## src/sv/puf_pkg.sv

```systemverilog
// ----------------------------------------------------------------------------
// puf_pkg
// Shared types and constants of the percolation union-find core.
// ----------------------------------------------------------------------------
`default_nettype none

package puf_pkg;

    localparam int SITES_DEF = 1024;
    localparam int SITE_W    = 10;
    localparam int CFG_W     = 11;
    localparam int MEAN_W    = 28;
    localparam int SIZE_W    = 11;

    localparam logic [MEAN_W-1:0] MEAN_MAX      = {MEAN_W{1'b1}};
    localparam logic [CFG_W-1:0]  CFG_RESET     = 11'd1024;
    localparam int                RESET_SITES   = 1024;

    // bond request after classification
    typedef struct packed {
        logic [SITE_W-1:0] site_a;
        logic [SITE_W-1:0] site_b;
        logic              ok;
    } bond_t;

    typedef enum logic [3:0] {
        BK_CLEAR,
        BK_IDLE,
        BK_RD_A,
        BK_EV_A,
        BK_RD_B,
        BK_EV_B,
        BK_JOIN,
        BK_WR_BIG,
        BK_WR_SMALL,
        BK_SQUARE,
        BK_PREP,
        BK_DIV,
        BK_FIN,
        BK_DONE
    } back_state_t;

endpackage

`default_nettype wire

```

## src/sv/puf_fifo.sv

```systemverilog
// ----------------------------------------------------------------------------
// puf_fifo
// Two-entry queue of classified bonds between front and back.
// ----------------------------------------------------------------------------
`default_nettype none

module puf_fifo
    import puf_pkg::*;
(
    input  wire logic  clk,
    input  wire logic  rst_n,
    input  wire logic  in_valid,
    output logic       in_ready,
    input  wire bond_t in_data,
    output logic       out_valid,
    input  wire logic  out_ready,
    output bond_t      out_data
);

    bond_t      slot_reg [2];
    logic       wr_reg;
    logic       wr_next;
    logic       rd_reg;
    logic       rd_next;
    logic [1:0] count_reg;
    logic [1:0] count_next;
    logic       push;
    logic       pop;

    assign in_ready  = (count_reg != 2'd2);
    assign out_valid = (count_reg != 2'd0);
    assign out_data  = slot_reg[rd_reg];
    assign push      = in_valid && in_ready;
    assign pop       = out_valid && out_ready;

    always_comb
    begin
        wr_next    = push ? !wr_reg : wr_reg;
        rd_next    = pop ? !rd_reg : rd_reg;
        count_next = count_reg;
        if (push && !pop)
        begin
            count_next = count_reg + 2'd1;
        end
        else if (pop && !push)
        begin
            count_next = count_reg - 2'd1;
        end
    end

    always_ff @(posedge clk or negedge rst_n)
    begin
        if (!rst_n)
        begin
            wr_reg    <= 1'b0;
            rd_reg    <= 1'b0;
            count_reg <= 2'd0;
        end
        else
        begin
            wr_reg    <= wr_next;
            rd_reg    <= rd_next;
            count_reg <= count_next;
        end
    end

    always_ff @(posedge clk)
    begin
        if (push)
        begin
            slot_reg[wr_reg] <= in_data;
        end
    end

endmodule

`default_nettype wire

```

## config.mk

```make
export PLATFORM = sky130hd
export DESIGN_NAME = puf_fifo
export DESIGN_NICKNAME = d
export VERILOG_FILES = /design/src/sv/puf_pkg.sv /design/src/sv/puf_fifo.sv
export SDC_FILE = /design/constraint.sdc
export NUM_CORES = 1
export LEC_CHECK = 0
export BUFFER_PORTS_ARGS = -buffer_cell sky130_fd_sc_hd__buf_2
export CORE_MARGIN = 2
export CORE_UTILIZATION = 40
export CTS_CLUSTER_SIZE = 10
export DETAILED_ROUTE_END_ITERATION = 12
export PLACE_DENSITY = 0.72
export SLEW_MARGIN = 20
export SYNTH_ARGS = -nofsm -noshare
export SYNTH_HDL_FRONTEND = slang
export SYNTH_SLANG_ARGS = --single-unit
```

## constraint.sdc

```tcl
create_clock -name clk -period 6.05 [get_ports clk]
set_clock_uncertainty 0.1 [all_clocks]
set_input_delay 0.605 -clock clk [delete_from_list [all_inputs] [get_ports clk]]
set_output_delay 0.605 -clock clk [all_outputs]
set_load 0.05 [all_outputs]
```

# Word-level counts from Yosys, hierarchy flattened
# Memory sizes are Yosys's and may differ from the RTL's.
# Index checks and enable logic that the tools add are counted.
# Widths: inputs -> output; s select.
# totals
reg_bits	4
latch_bits	0
mem_bits_rw	42
rom_bits	0
inputBits	25
out_inout_bits	23
wordCells	21
mem_count	1
# classes
addsub	2
n_mul	0
div	0
order_cmp	0
eq_ne	1
shifts	0
n_mux	4
bitwise_logic	0
n_reduce_logical	10
# mem_list
name	words	width	rd	rd_ports_with_merged_regs	wr	line_no	rtl
slot_reg	2	21	1	0	1	puf_fifo.sv:20	bond_t slot_reg [2];
# op_table
operator	n
$logic_and 1x1->1	4
$logic_not 1->1	4
$mux 2	2
$reduce_bool 2->1	2
$add 2x1->2 const B	1
$mux 1	2
$ne 2x2->1 const B	1
$sub 2x1->2 const B	1

# Depth between registers and ports, before layout
# depth
ltp_word	6
depth_mapped	7
ltp_nobuf	7

# Least setup slack after synthesis
# Ideal clock, no wire load.
# synth_timing
path_type	register to register
start	reg count_reg[0]
end	mem slot_reg[0][0] in the netlist's numbering (enable)
arrival_ps	1668
t_required_ps	5551
setup_slack_ps	3884
stages_incl_launch_ff	4
synth_period_minus_slack_ps	2166
cell_sequence	dfrtp_1 -> nand2b_4 -> nand2_1 -> nor2_1
# synth_via
elab_chain_cells	4
# synth_rtl
item	line_no	rtl
start, declared	puf_fifo.sv:25	logic [1:0] count_reg;
start signal, assigned	puf_fifo.sv:63	count_reg <= count_next;
$ne 2x2->1	puf_fifo.sv:30	assign in_ready = (count_reg != 2'd2);
via in_ready	puf_fifo.sv:13	output logic in_ready,
$logic_and 1x1->1	puf_fifo.sv:33	assign push = in_valid && in_ready;
$mux 1	puf_fifo.sv:69	if (push)
$mux 1 (implied by the code)	puf_fifo.sv:71	slot_reg[wr_reg] <= in_data;
end, declared	puf_fifo.sv:20	
# The timed path passes the listed nets, and every way through them passes these cells.

==> results.txt <==
hpwl dp: 1.91 mm
critical path's slowest cell: dfrtp_1
Vias/cell: 4.81
hold path startpoint: in_data[8]
max-cap viol count: 0
DRC: 0
GP Congestion: 0.719
outcome: finished, final reports clean
PortBufs: 47
CTS H-tree lvls: 2
Worst R2R Path Depth: 2
CP peak stage delay: 940 ps
chip width: 69.8 µm
relative slew slack: 34.5%
post-synth cell types: 14
Initial Utilization: 42.4%
critical path peak fanout: 22
internal reg-to-reg setup slack: 4160 ps
CTS clk-pin slew, worst paths: 80 ps
number of global-route vias before repair: 971
post-route total power: 1.23 mW
core area: 4090 µm²
Die Span Y: 69.8 µm
final core utilization: 52.3%
final setup vio count: 0
post-synthesis mux area share: 13.7%
Clock Path Buffers: 2
simple-gate share of the synthesized area: 2.96%
Worst Hold Path EP: slot_reg[0][8]$_DFFE_PP_
max reg flops: 42
Min-Delay Path Depth: 1
crit-path cells: mux2_2 > buf_2
Vias: 900
Hold-fix buffers, CTS: 1
io pins: 48
final wirelength: 2.86 mm
WP data arrival: 1880 ps
CTS tree: built
clk root buf: clkbuf_8
setup bufs post-CTS: 0
Syn Inst Count: 83
post-synthesis adder-cell area fraction: 0.723%
Avg Inst Size Synth: 20.9 µm²
Slew Viols, Final: 0
ANT cells: 0
P&R area growth vs syn: 23.4%
register bit total from synthesis: 46
GR Util All Layers: 12.6%
Hold Crit Class: input pin to register
sequential-to-total area share from yosys stat: 78.6%
reg2reg start: count_reg[0]$_DFFE_PN0P_
VDD IR max: 0.000222 V
Required @ worst endpoint: 5340 ps
largest net degree at the start of global routing: 23
antenna violations before repair: 0
post-route ant nets: 0
Ys Warns: 0
RSZ-0062 raised after global routing: false
CP startpoint kind: register
min Tclk post-route: 2580 ps
Worst R2R End: slot_reg[1][14]$_DFFE_PP_
TNS Setup: 0 ps
largest family of logic cells by synthesized area: multiplexers
total CTS buffers: 5
Compound-Gate Fraction of Synth Area: 0%
CP endpoint kind: output port
Cell Rows: 23
Post-Syn Area: 1730 µm²
die area: 4870 µm²
Crit path max-delay family: flip-flops
Worst-Margin Slew: 982 ps
Pwr Density: 574 nW/µm²
Mapped Nets: 109
DRT Pass-1 Iters: 4
initial DRC count: 88
DR WL/cell: 15.3 µm
Final Cycle Share: 42.7%
max frequency: 387 MHz
share of cells above drive strength 1: 58.4%
GRT overflow: 0
post_cts resized: 0
leakage: 0.826 nW
CP Class: register to output port
worst path bufs/invs: 1
Final nets: 162
Clock Latency Late Sink: 290 ps
first-pass GRT wire length: 4.56 mm
clk sink count: 46
Final Hold Fails: 0
Post-Synth XOR/XNOR Area: 2.53%
## routing by layer
metal | up-vias | global-route usage (%) | share of wire, %
met5 | - | 0 | 0
met4 | 0 | 6.41 | 1.5
met1 | 437 | 15.5 | 42
li1 | 422 | - | -
met3 | 4 | 4.65 | 6.7
met2 | 37 | 19.5 | 50
## cells by family (layout without fill, tap and decap cells)
| kind of cell | after synthesis | in the layout |
|---|---|---|
| buffers and inverters | 3 | 57 |
| adders and majority gates | 1 | 1 |
| xor gates and xnor gates | 5 | 5 |
| muxes | 21 | 21 |
| DFF | 46 | 46 |
| and+or+nand+nor | 7 | 7 |
## worst reg2reg max path, delay by kind of cell, from the launching register on
kind | cells | cell delay, ps
flip-flops | 1 | 440
AND/OR/NAND/NOR | 2 | 980
## how the worst max path moves through the flow
stage	from	end	slack, ps	cells after the start
2_1_floorplan	count_reg[0]$_DFFE_PN0P_	slot_reg[0][0]$_DFFE_PP_	3880	3
3_3_place_gp	rd_reg$_DFFE_PN0P_	out_data[11]	3820	2
3_5_place_dp	rd_reg$_DFFE_PN0P_	out_data[12]	3780	2
4_1_cts	rd_reg$_DFFE_PN0P_	out_data[9]	3440	2
5_1_grt	rd_reg$_DFFE_PN0P_	out_data[12]	3360	2
6_report	rd_reg$_DFFE_PN0P_	out_data[7]	3470	2
## metrics by stage
stage | hold slack, ps | setup slack, ps | std cells | cell area, µm²
finish | 397 | 3470 | 187 | 2140
global placement | 310 | 3820 | 178 | 2010
detailed placement | 315 | 3780 | 178 | 2010
global route | 370 | 3360 | 187 | 2140
CTS | 383 | 3440 | 187 | 2130
floorplan | 209 | 3880 | 83 | 1730
## final cells by class
type                    instances  area, µm²
flip-flops and latches         46       1360
fillers                       352       1950
multi-input cells              34        352
clock buffers                   5       68.8
inverters                       1       3.75
well taps                      50       62.6
clock inverters                 3       43.8
repair buffers                 48        245
## where the power goes
part | leakage (nW) | internal (mW) | switching (mW) | total [mW]
logic | 0.331 | 0.153 | 0.356 | 0.509
clock network | 0.0585 | 0.124 | 0.101 | 0.224
registers | 0.437 | 0.438 | 0.0561 | 0.494
## cells in the final DEF, fill, tap and decap left out
cell type / n
nor2_4: 1
inv_6: 1
clkinv_2: 1
buf_2: 47
and3_1: 1
xor2_1: 2
mux2_2: 21
nor2_1: 1
edfxtp_1: 42
bufinv_16: 1
xnor2_1: 3
clkbuf_8: 5
nand2b_4: 1
inv_1: 1
nand2_4: 1
or2_4: 1
ha_1: 1
nand2_1: 1
dfrtp_1: 4
dlygate4sd3_1: 1
## cells in the mapped netlist (all sizes together)
cell,count,area share (%)
and3,1,0.36
buf,2,1.3
dfrtp,4,5.8
edfxtp,42,73
ha,1,0.72
inv,1,0.22
mux2,21,14
nand2,2,0.87
nand2b,1,0.79
nor2,2,0.43
or2,1,0.51
xnor2,3,1.5
xor2,2,1.0
Note: power is estimated with default switching activity, not from simulation.
