## src/sv/puf_pkg.sv

```systemverilog
// ----------------------------------------------------------------------------
// puf_pkg
// Shared types and constants of the percolation union-find core.
// ----------------------------------------------------------------------------
`default_nettype none

package puf_pkg;

    localparam int SITES_DEF = 1024;
    localparam int SITE_W    = 10;
    localparam int CFG_W     = 11;
    localparam int MEAN_W    = 28;
    localparam int SIZE_W    = 11;

    localparam logic [MEAN_W-1:0] MEAN_MAX      = {MEAN_W{1'b1}};
    localparam logic [CFG_W-1:0]  CFG_RESET     = 11'd1024;
    localparam int                RESET_SITES   = 1024;

    // bond request after classification
    typedef struct packed {
        logic [SITE_W-1:0] site_a;
        logic [SITE_W-1:0] site_b;
        logic              ok;
    } bond_t;

    typedef enum logic [3:0] {
        BK_CLEAR,
        BK_IDLE,
        BK_RD_A,
        BK_EV_A,
        BK_RD_B,
        BK_EV_B,
        BK_JOIN,
        BK_WR_BIG,
        BK_WR_SMALL,
        BK_SQUARE,
        BK_PREP,
        BK_DIV,
        BK_FIN,
        BK_DONE
    } back_state_t;

endpackage

`default_nettype wire

```

## src/sv/puf_if.sv

```systemverilog
// ----------------------------------------------------------------------------
// puf_if
// Channel interfaces: bond requests, configuration writes and results.
// ----------------------------------------------------------------------------
`default_nettype none

interface puf_bond_if import puf_pkg::*; ();
    logic              valid;
    logic              ready;
    logic [SITE_W-1:0] site_a;
    logic [SITE_W-1:0] site_b;
    modport source (output valid, site_a, site_b, input ready);
    modport sink   (input valid, site_a, site_b, output ready);
endinterface

interface puf_cfg_if import puf_pkg::*; ();
    logic             valid;
    logic             ready;
    logic [CFG_W-1:0] sites_in_use;
    modport source (output valid, sites_in_use, input ready);
    modport sink   (input valid, sites_in_use, output ready);
endinterface


`default_nettype wire

```

## src/sv/puf_front.sv

```systemverilog
// ----------------------------------------------------------------------------
// puf_front
// Holds the site count register, accepts bonds and marks out-of-range ones.
// ----------------------------------------------------------------------------
`default_nettype none

module puf_front
    import puf_pkg::*;
#(
    parameter int SITES = SITES_DEF,
    localparam int NW = $clog2(SITES) + 1
)(
    input  wire logic        clk,
    input  wire logic        rst_n,
    puf_bond_if.sink         bond,
    puf_cfg_if.sink          cfg,
    input  wire logic        clear_done,
    output logic             push_valid,
    input  wire logic        push_ready,
    output bond_t            push_data,
    output logic [NW-1:0]    n_eff
);

    localparam int CW = (NW > CFG_W) ? NW : CFG_W;

    logic [CFG_W-1:0] sites_reg;
    logic [CFG_W-1:0] sites_next;
    logic [CW-1:0]    n_wide;

    always_comb
    begin
        sites_next = sites_reg;
        if (cfg.valid)
        begin
            sites_next = cfg.sites_in_use;
        end
    end

    always_ff @(posedge clk or negedge rst_n)
    begin
        if (!rst_n)
        begin
            sites_reg <= CFG_RESET;
        end
        else
        begin
            sites_reg <= sites_next;
        end
    end

    // clamp the site count into 1..SITES
    always_comb
    begin
        if (sites_reg == '0)
        begin
            n_wide = CW'(1);
        end
        else if (CW'(sites_reg) > CW'(SITES))
        begin
            n_wide = CW'(SITES);
        end
        else
        begin
            n_wide = CW'(sites_reg);
        end
    end

    assign n_eff      = NW'(n_wide);
    assign cfg.ready  = 1'b1;
    assign bond.ready = push_ready && clear_done;
    assign push_valid = bond.valid && clear_done;

    always_comb
    begin
        push_data.site_a = bond.site_a;
        push_data.site_b = bond.site_b;
        push_data.ok     = (CW'(bond.site_a) < n_wide) && (CW'(bond.site_b) < n_wide);
    end

endmodule

`default_nettype wire

```

## src/flat_wrapper.sv

```systemverilog
// flat-port wrapper written by rule: the top's interface ports become plain ports
module puf_front_flat import puf_pkg::*;
#(
    parameter int SITES = SITES_DEF,
    localparam int NW = $clog2(SITES) + 1
)
  (clk, rst_n, clear_done, push_valid, push_ready, push_data, n_eff, bond_valid, bond_site_a, bond_site_b, bond_ready, cfg_valid, cfg_sites_in_use, cfg_ready);
  puf_bond_if bond_i ();
  puf_cfg_if cfg_i ();
  input  wire logic clk;
  input  wire logic rst_n;
  input  wire logic clear_done;
  output logic push_valid;
  input  wire logic push_ready;
  output bond_t push_data;
  output logic [NW-1:0] n_eff;
  input wire logic [$bits(bond_i.valid)-1:0] bond_valid;
  input wire logic [$bits(bond_i.site_a)-1:0] bond_site_a;
  input wire logic [$bits(bond_i.site_b)-1:0] bond_site_b;
  output wire logic [$bits(bond_i.ready)-1:0] bond_ready;
  input wire logic [$bits(cfg_i.valid)-1:0] cfg_valid;
  input wire logic [$bits(cfg_i.sites_in_use)-1:0] cfg_sites_in_use;
  output wire logic [$bits(cfg_i.ready)-1:0] cfg_ready;
  assign bond_i.valid = bond_valid;
  assign bond_i.site_a = bond_site_a;
  assign bond_i.site_b = bond_site_b;
  assign bond_ready = bond_i.ready;
  assign cfg_i.valid = cfg_valid;
  assign cfg_i.sites_in_use = cfg_sites_in_use;
  assign cfg_ready = cfg_i.ready;
  puf_front #(.SITES(SITES)) u_core (.clk(clk), .rst_n(rst_n), .bond(bond_i), .cfg(cfg_i), .clear_done(clear_done), .push_valid(push_valid), .push_ready(push_ready), .push_data(push_data), .n_eff(n_eff));
endmodule
```

## config.mk

```make
export PLATFORM = sky130hd
export DESIGN_NAME = puf_front_flat
export DESIGN_NICKNAME = d
export VERILOG_FILES = /design/src/sv/puf_pkg.sv /design/src/sv/puf_if.sv /design/src/sv/puf_front.sv /design/src/flat_wrapper.sv
export SDC_FILE = /design/constraint.sdc
export NUM_CORES = 1
export LEC_CHECK = 0
export ABC_AREA = 0
export BUFFER_PORTS_ARGS = -buffer_cell sky130_fd_sc_hd__buf_2
export CAP_MARGIN = 20
export CORE_MARGIN = 3
export CORE_UTILIZATION = 42
export DETAILED_ROUTE_END_ITERATION = 8
export PLACE_DENSITY = 0.76
export SETUP_SLACK_MARGIN = 0.4
export SLEW_MARGIN = 20
export SYNTH_ARGS = -nofsm -noshare
export SYNTH_HDL_FRONTEND = slang
export SYNTH_SLANG_ARGS = --single-unit
```

## constraint.sdc

```tcl
create_clock -name clk -period 2.57 [get_ports clk]
set_clock_uncertainty 0.05 [all_clocks]
set_input_delay 0.1285 -clock clk [delete_from_list [all_inputs] [get_ports clk]]
set_output_delay 0.1285 -clock clk [all_outputs]
set_load 0.005 [all_outputs]
```

-- Word-level counts from Yosys, hierarchy flattened
Index checks and enable logic that the tools add are counted.
- output and inout port bits: 35
- flip-flop bits (word level): 11
- logic and storage cells: 10
- input port bits: 37
- reduce and logical (&&, ||, !) cells: 4
- order comparisons: 3
- multiplexer cells: 2
- operators with widths (kind ; count):
    $lt A10 B11 Y1 ; 2
    $mux W11 ; 2
    $gt A11 B11 Y1 const B ; 1
    $logic_not A11 Y1 ; 1
    $logic_and A1 B1 Y1 ; 3

-- Longest topological paths before layout
Gate-level depths: netlist of run 1.
- depth in word-level cells: 5
- gate-level depth with buffers: 8
- gate-level depth less buffers: 7

-- Least setup slack after synthesis of run 1
OpenSTA, ideal clock, no wires.
- path type: register to output
- start: register u_core.sites_reg[10]
- end: output push_data[0] (netlist bit)
- arrival time: 1.923 ns
- stages on the path, launching flop included: 9
- buffers on the path: 1
- setup slack: 0.469 ns
- cell sequence: dfstp_2 -> inv_1 -> clkbuf_1 -> nand2_1 -> ha_1 -> a21o_1 -> a221oi_2 -> o21ai_1 -> nor4_2
- RTL lines (element ; line ; text):
    start, declared ; puf_front.sv:26 ; logic [CFG_W-1:0] sites_reg;
    start signal, assigned ; puf_front.sv:47 ; sites_reg <= sites_next;
    end, declared ; flat_wrapper.sv:15 ; output bond_t push_data;

==> results of run 1 <==
==> per-layer routing <==
layer	track usage (%)	vias up	wire length (um)
li1	-	523	-
met1	18.46	488	1237
met2	32.10	37	1736
met3	0.8909	0	167
met4	4.967	0	0
met5	0	-	0
==> where the power goes <==
group | switching [mW] | internal (mW)
combinational | 0.156 | 0.173
clock | 0.0497 | 0.0598
sequential | 0.0283 | 0.192
==> cell type report <==
type / count / area [sq um]
inverter: 12 / 48.80
sequential: 11 / 276.5
clock buffer: 4 / 26.28
tap: 30 / 37.54
multi-input combinational: 74 / 915.9
fill: 200 / 814.5
timing repair buffer: 75 / 402.9
==> critical path, delay by kind of cell, from the launching register on <==
family                   cells  cell delay, ns
flip-flops                   1            0.55
AO/OA/AOI/OAI                3            0.41
AND/OR/NAND/NOR              2            0.32
buffers and inverters        3            0.50
adder cells (fa/ha/maj)      1            0.20
==> cell families (layout without fill, tap and decap cells) <==
| logic type | count (synthesis) | after routing | share of synthesized area, % |
|---|---|---|---|
| AND/OR/NAND/NOR | 26 | 26 | 13.40 |
| buffers and inverters | 36 | 91 | 19.05 |
| flip-flops | 11 | 11 | 24.47 |
| adder cells (fa/ha/maj) | 18 | 18 | 19.93 |
| AO/OA/AOI/OAI | 19 | 19 | 12.85 |
| other | 1 | 1 | 0.3319 |
| multiplexers | 10 | 10 | 9.967 |
==> through the flow <==
step	instance area, sq um	total power [mW]
finish	1708	0.6586
global route	1708	0.7082
CTS	1575	0.6139
detailed placement	1348	0.4391
global placement	1348	0.4253
floorplan	1130	0.3572
==> layout by cell type (no fill, tap or decap), types with 2 or more instances in the layout <==
cell      netlist  final
nand4_1         2      2
and2_1          2      2
buf_2           1     70
a21o_1          4      4
ha_4            0     10
clkbuf_4        0      3
o21ai_2         0      2
nand2_8         0      5
buf_4          21      3
dfrtp_1        10     10
nand2_4         0      4
inv_1          12     11
nor4_1          2      2
mux2_2         10     10
a211o_1         2      2
ha_1           18      8
==> how the worst min path moves through the flow <==
stage / startpoint / endpoint / slack, ns
CTS: cfg_sites_in_use[10] / u_core.sites_reg[10] / 0.03
floorplan: rst_n / u_core.sites_reg[0] / -0.22
global route: cfg_sites_in_use[6] / u_core.sites_reg[6] / 0.04
finish: cfg_sites_in_use[10] / u_core.sites_reg[10] / 0.04
global placement: rst_n / u_core.sites_reg[0] / -0.05
detailed placement: rst_n / u_core.sites_reg[1] / -0.05
==> timing repair <==
action | in CTS | in global routing
pin swaps | 8 | 16
setup buffers | 3 | 1
gates resized for setup | 30 | 16
cloned | 0 | 0
hold buffers | 1 | 0
setup endpoints to repair | 1 | 1
endpoints found under the hold margin | 11 | 0
==> impl_table.tex, run 1 <==
\begin{tabular}{lr}
\hline
Metric & Value \\
\hline
\multicolumn{2}{l}{\textbf{Run status}} \\
\quad Outcome & completed \\
\multicolumn{2}{l}{\textbf{Critical path}} \\
\quad Max FO, Critical Path & 8 \\
\quad Worst Setup Path Type & reg2out \\
\quad Required arrival time at the worst endpoint & 2.39 ns \\
\quad Crit path cell chain & clkinvlp\_4 -> buf\_12 -> nand2\_8 -> ha\_4 -> a21o\_1 -> o21ai\_2 -> a21boi\_2 -> nor4\_2 -> buf\_2 \\
\quad Highest-delay cell along the critical path & dfstp\_2 \\
\quad CP Launch Point & u\_core.sites\_reg[10] \\
\quad Worst reg2reg startpoint & u\_core.sites\_reg[10] \\
\quad Type of origin of the critical path & flop \\
\quad Critical Path Max Stage Delay & 0.55 ns \\
\quad Worst setup path end & push\_data[0] \\
\quad Logic depth of the worst register-to-register path & 3 \\
\quad CP Capture Type & primary output \\
\quad Capture point of the worst reg-to-reg path & u\_core.sites\_reg[10] \\
\quad WP data arrival & 2.24 ns \\
\quad Worst-case register-to-register setup slack & 1.42 ns \\
\multicolumn{2}{l}{\textbf{Yosys}} \\
\quad Number of nets produced by synthesis & 176 \\
\quad Cell types with the largest area share after synthesis & dfrtp\_1 (22\%), ha\_1 (20\%), buf\_4 (14\%) \\
\quad Synth Instances & 121 \\
\quad Average cell area after synthesis & 9.337 sq um \\
\quad Proportion of netlist area held by the largest area contributor & 22.15\% \\
\quad Warnings, synthesis & 0 \\
\quad Part of the Yosys area used for sequential elements & 24.47\% \\
\quad Post-synthesis instance area & 0.001130 sq mm \\
\quad Cell type contributing the most total cell area after synthesis & dfrtp\_1 \\
\quad Ys flop type & dfrtp\_1 \\
\quad Number of unique standard cell types used by synthesis & 36 \\
\quad Post-synth EDFFs & 0 \\
\quad Proportion of register bits with asynchronous set or reset after synthesis & 100.0\% \\
\quad Cell types with the highest counts after synthesis & buf\_4 (21), ha\_1 (18), inv\_1 (12) \\
\quad Flop and latch count out of synthesis & 11 \\
\quad Most numerous cell in the Yosys netlist & buf\_4 \\
\multicolumn{2}{l}{\textbf{Route}} \\
\quad Routed wire length & 3141 um \\
\quad Average wire per standard cell & 15.25 um \\
\quad DRC errors left & 0 \\
\quad Via count of the routed design & 1048 \\
\quad Antenna Nets Post-Route & 0 \\
\quad First-pass DRT Iterations & 4 \\
\quad Vias per cell & 5.087 \\
\quad Initial DRC count & 3 \\
\multicolumn{2}{l}{\textbf{Finish}} \\
\quad Final layout net count & 232 \\
\quad Post-route non-filler standard cell count & 206 \\
\quad Max FFs per register & 11 \\
\quad Share of layout cells above drive strength 1 & 69.32\% \\
\quad Antenna diodes & 0 \\
\quad Area grow syn2layout & 51.16\% \\
\quad Final core area utilization & 67.71\% \\
\multicolumn{2}{l}{\textbf{Timing}} \\
\quad PnR worst setup slack & 0.1503 ns \\
\quad Crit path time final & 2.420 ns \\
\quad TNS Setup & 0 ns \\
\quad Number of pins exceeding their max-slew limit in the final report & 0 \\
\quad Final Cycle Share & 94.15\% \\
\quad Number of failing setup endpoints in the final timing report & 0 \\
\quad Fmax & 413.3 MHz \\
\quad Hold slack & 0.04238 ns \\
\quad Setup repair after global routing missed its margin & yes \\
\quad Final hold viol count & 0 \\
\multicolumn{2}{l}{\textbf{Placed design}} \\
\quad GPL Wtd Cong & 0.8200 \\
\quad Port Buf Inserts & 70 \\
\quad Post-placement cell count & 197 \\
\quad Post-placement worst setup slack & 0.3022 ns \\
\quad DP Wirelength & 2373 um \\
\multicolumn{2}{l}{\textbf{Clock tree}} \\
\quad CTS tree & yes \\
\quad Clock slew at reported path FFs & 0.06 ns \\
\quad Clock Latency Late Sink & 0.25 ns \\
\quad Number of buffers on the longest clock path & 2 \\
\quad Number of buffers inserted during clock tree synthesis & 3 \\
\quad H-tree levels & 1 \\
\quad Buffer cell driving the clock tree root & clkbuf\_4 \\
\quad TritonCTS sink count & 11 \\
\multicolumn{2}{l}{\textbf{GRT}} \\
\quad Largest net degree at the start of global routing & 13 \\
\quad Number of global-route vias before repair & 1018 \\
\quad Global-route wire length before repair & 4374 um \\
\quad Overall fraction of global-route tracks in use & 16.30\% \\
\quad Initial antenna violation count & 0 \\
\quad Grt total ovfl & 0 \\
\multicolumn{2}{l}{\textbf{Worst hold path}} \\
\quad Hold path cells & 3 \\
\quad Tightest Hold Check Type & in2reg \\
\multicolumn{2}{l}{\textbf{Run}} \\
\quad Max-capacitance violation count & 0 \\
\multicolumn{2}{l}{\textbf{Power}} \\
\quad Pwr dens & 385.6 mW/mm\^{}2 \\
\quad Peak supply drop & 0.3933 mV \\
\quad Static leakage & 0.8668 nW \\
\multicolumn{2}{l}{\textbf{Floorplanning}} \\
\quad Die boundary height & 57.87 um \\
\quad Row Count & 18 \\
\quad Top-Level Pins & 72 \\
\quad Core outline area & 0.002522 sq mm \\
\quad Die ar. & 0.003348 sq mm \\
\quad Horizontal die dimension & 57.87 um \\
\quad Initial core utilization & 44.79\% \\
\hline
\end{tabular}
Note: power is estimated with default switching activity, not from simulation.
==> inputs of run 2 (changes only) <==
- ABC_AREA: 0 -> 1
- CORE_UTILIZATION: 42 -> 43
- PLACE_DENSITY: 0.76 -> 0.77
==> impl_table.tex, run 2 <==
\begin{tabular}{lr}
\hline
Metric & Value \\
\hline
\multicolumn{2}{l}{\textbf{Critical path}} \\
\quad Family with the most delay on the worst path & simple AND/OR/NAND/NOR gates \\
\quad Worst Setup Path Type & reg2out \\
\quad Max FO, Critical Path & 6 (-2) \\
\quad Highest-delay cell along the critical path & dfrtp\_1 \\
\quad Required arrival time at the worst endpoint & 2.39 ns (about the same) \\
\quad WP data arrival & 2.29 ns (+0.05 ns) \\
\quad Critical path buffer and inverter count & 3 (unchanged) \\
\quad CP Capture Type & primary output \\
\quad Capture point of the worst reg-to-reg path & u\_core.sites\_reg[10] \\
\quad Worst reg2reg startpoint & u\_core.sites\_reg[10] \\
\quad Worst-case register-to-register setup slack & 1.62 ns (+0.20 ns) \\
\quad Critical Path Max Stage Delay & 0.40 ns (-0.15 ns) \\
\quad Dominant cell type by count on the critical path & nor2\_2 \\
\quad Type of origin of the critical path & flop \\
\quad Crit path cell chain & nor2\_2 -> nand4\_1 -> o21ai\_1 -> inv\_2 -> nor2\_4 -> inv\_2 -> ha\_4 -> nand2\_2 -> o21a\_1 -> o21ai\_2 -> nor2\_2 -> nand2\_1 -> nor2\_2 -> buf\_2 \\
\quad Logic depth of the worst register-to-register path & 2 (-1) \\
\multicolumn{2}{l}{\textbf{GRT}} \\
\quad Number of global-route vias before repair & 1065 (+4.6\%) \\
\quad Initial antenna violation count & 0 (unchanged) \\
\quad Global-route wire length before repair & 4319 um (-1.3\%) \\
\quad Grt total ovfl & 0 (unchanged) \\
\quad Overall fraction of global-route tracks in use & 16.08\% (-0.21 points) \\
\quad Largest net degree at the start of global routing & 22 (+9) \\
\multicolumn{2}{l}{\textbf{Clock tree}} \\
\quad Clock slew at reported path FFs & 0.06 ns (about the same) \\
\quad Number of buffers on the longest clock path & 2 (unchanged) \\
\quad H-tree levels & 1 (unchanged) \\
\quad CTS tree & yes \\
\quad Clock Latency Late Sink & 0.26 ns (about the same) \\
\quad Number of buffers inserted during clock tree synthesis & 3 (unchanged) \\
\quad Buffer cell driving the clock tree root & clkbuf\_4 \\
\quad TritonCTS sink count & 11 (unchanged) \\
\multicolumn{2}{l}{\textbf{Timing}} \\
\quad Final Cycle Share & 95.96\% (+1.8 points) \\
\quad TNS Setup & 0 ns (unchanged) \\
\quad Hold slack & 0.01559 ns (-0.02678 ns) \\
\quad Fmax & 405.5 MHz (-1.9\%) \\
\quad Final hold viol count & 0 (unchanged) \\
\quad PnR worst setup slack & 0.1039 ns (-0.04648 ns) \\
\quad Crit path time final & 2.466 ns (+0.04648 ns) \\
\quad Setup repair after global routing missed its margin & yes \\
\quad Number of failing setup endpoints in the final timing report & 0 (unchanged) \\
\quad Number of pins exceeding their max-slew limit in the final report & 0 (unchanged) \\
\multicolumn{2}{l}{\textbf{Floorplanning}} \\
\quad Core outline area & 0.002522 sq mm (unchanged) \\
\quad Top-Level Pins & 72 (unchanged) \\
\quad Die ar. & 0.003385 sq mm (+1.1\%) \\
\quad Initial core utilization & 46.43\% (+1.6 points) \\
\quad Die boundary height & 58.19 um (+0.55\%) \\
\quad Horizontal die dimension & 58.19 um (+0.55\%) \\
\quad Row Count & 18 (unchanged) \\
\multicolumn{2}{l}{\textbf{Route}} \\
\quad First-pass DRT Iterations & 2 (-2) \\
\quad Antenna Nets Post-Route & 0 (unchanged) \\
\quad Vias per cell & 4.659 (-8.4\%) \\
\quad DRC errors left & 0 (unchanged) \\
\quad Initial DRC count & 8 (+5) \\
\quad Via count of the routed design & 1188 (+13\%) \\
\quad Average wire per standard cell & 10.75 um (-30\%) \\
\quad Routed wire length & 2741 um (-13\%) \\
\multicolumn{2}{l}{\textbf{Yosys}} \\
\quad Proportion of netlist area held by the largest area contributor & 21.37\% (-0.78 points) \\
\quad Flop and latch count out of synthesis & 11 (unchanged) \\
\quad Part of the Yosys area used for sequential elements & 23.61\% (-0.86 points) \\
\quad Synth Instances & 166 (+37\%) \\
\quad Cell types with the highest counts after synthesis & nand2\_1 (30), inv\_1 (28), buf\_4 (21) \\
\quad Post-synth EDFFs & 0 (unchanged) \\
\quad Ys flop type & dfrtp\_1 \\
\quad Proportion of register bits with asynchronous set or reset after synthesis & 100.0\% (unchanged) \\
\quad Number of unique standard cell types used by synthesis & 23 (-36\%) \\
\quad Cell type contributing the most total cell area after synthesis & dfrtp\_1 \\
\quad Post-synthesis instance area & 0.001171 sq mm (+3.7\%) \\
\quad Cell types with the largest area share after synthesis & dfrtp\_1 (21\%), ha\_1 (19\%), buf\_4 (13\%) \\
\quad Warnings, synthesis & 0 (unchanged) \\
\quad Most numerous cell in the Yosys netlist & nand2\_1 \\
\quad Number of nets produced by synthesis & 221 (+26\%) \\
\quad Average cell area after synthesis & 7.055 sq um (-24\%) \\
\multicolumn{2}{l}{\textbf{Power}} \\
\quad Static leakage & 0.9024 nW (+4.1\%) \\
\quad Pwr dens & 372.9 mW/mm\^{}2 (-3.3\%) \\
\quad Peak supply drop & 0.3144 mV (-20\%) \\
\multicolumn{2}{l}{\textbf{Finish}} \\
\quad Area grow syn2layout & 39.21\% \\
\quad Most common cell after layout, fill and taps aside & buf\_2 \\
\quad Final layout net count & 281 (+21\%) \\
\quad Max FFs per register & 11 (unchanged) \\
\quad Antenna diodes & 0 (unchanged) \\
\quad Top library cells by usage in the layout, fill and taps aside & buf\_2 (70), nand2\_1 (29), inv\_1 (24) \\
\quad Area occupied by multi-input gates & 753.2 sq um (-18\%) \\
\quad Number of fill cells in the layout & 238 (+19\%) \\
\quad Post-route non-filler standard cell count & 255 (+24\%) \\
\quad Sequential standard cell area & 276.5 sq um (unchanged) \\
\quad Share of layout cells above drive strength 1 & 52.44\% (-17 points) \\
\multicolumn{2}{l}{\textbf{Worst hold path}} \\
\quad Tightest Hold Check Type & in2reg \\
\quad Launch instance of the worst min-delay path & cfg\_sites\_in\_use[9] \\
\quad Worst-case hold path end point & u\_core.sites\_reg[9] \\
\quad Hold path cells & 3 (unchanged) \\
\multicolumn{2}{l}{\textbf{Run}} \\
\quad Max-capacitance violation count & 0 (unchanged) \\
\multicolumn{2}{l}{\textbf{Run status}} \\
\quad Outcome & completed \\
\multicolumn{2}{l}{\textbf{Placed design}} \\
\quad DP Wirelength & 2238 um (-5.7\%) \\
\quad Port Buf Inserts & 70 (unchanged) \\
\quad Post-placement worst setup slack & 0.2850 ns (-0.01713 ns) \\
\quad Post-placement cell count & 242 (+23\%) \\
\quad GPL Wtd Cong & 0.7801 (-4.9\%) \\
\hline
\end{tabular}
run 2: changes by cell type after synthesis, moves of 3 or more:
cell     previous run  this run
nand2_1            10        30
inv_1              12        28
nor2_1              1        15
mux2_2             10         1
o21ai_0             3        12
a21oi_1             1         8
a21o_1              4         0
nor2_2              0         3
run 2: worst max-delay path by stage:
| stage | from | end | cells after the start |
|---|---|---|---|
| 2_1_floorplan | u_core.sites_reg[7] | push_data[0] | 14 |
| 3_3_place_gp | u_core.sites_reg[7] | push_data[0] | 15 |
| 3_5_place_dp | u_core.sites_reg[7] | push_data[0] | 15 |
| 4_1_cts | u_core.sites_reg[6] | push_data[0] | 14 |
| 5_1_grt | u_core.sites_reg[4] | push_data[0] | 13 |
| 6_report | u_core.sites_reg[4] | push_data[0] | 14 |
run 2: final cells by class:
cell class	instances	area share (%)
clock buffer	4	1.612
inverter	30	6.907
multi-input combinational	101	46.20
sequential	11	16.96
tap	30	2.302
timing repair buffer	79	26.02
run 2: per-layer routing:
metal / GRT usage [%] / up-vias / wire (um)
li1: - / 621 / -
met1: 17.95 / 525 / 1080
met2: 31.13 / 40 / 1461
met3: 2.673 / 2 / 178
met4: 3.974 / 0 / 22
met5: 0 / - / 0
run 2: power breakdown:
group          switching [mW]  total [mW]  internal [mW]
combinational           0.151       0.290          0.139
sequential             0.0129       0.203          0.190
clock                  0.0544       0.114         0.0601
run 2: cells by family after synthesis:
logic type / count (synthesis) / synth area share (%)
buf+inv: 54 / 24.04
simple gates: 57 / 21.15
fa+ha+maj: 18 / 19.23
flops: 11 / 23.61
other cells: 1 / 0.3202
compound gates: 24 / 10.68
mux: 1 / 0.9615
run 2: worst register-to-register path, delay by kind of cell (launching register included):
| family | cells | cell delay, ns |
|---|---|---|
| flops | 1 | 0.60 |
| compound gates | 1 | 0.14 |
| buf+inv | 1 | 0.09 |
run 2: repair_timing:
item | in CTS | in global routing
gates resized for setup | 26 | 8
setup endpoints to repair | 1 | 1
pin swaps | 9 | 4
hold buffers | 1 | 0
setup buffers | 2 | 6
endpoints found under the hold margin | 11 | 0
run 2: per-stage QoR:
| stage | area (sq um) | total power, mW | utilization, % |
|---|---|---|---|
| floorplan | 1171 | 0.3565 | - |
| global placement | 1390 | 0.4271 | 55.11 |
| detailed placement | 1390 | 0.4317 | 55.11 |
| CTS | 1546 | 0.5863 | 61.31 |
| global route | 1630 | 0.6589 | 64.63 |
| finish | 1630 | 0.6080 | 64.63 |
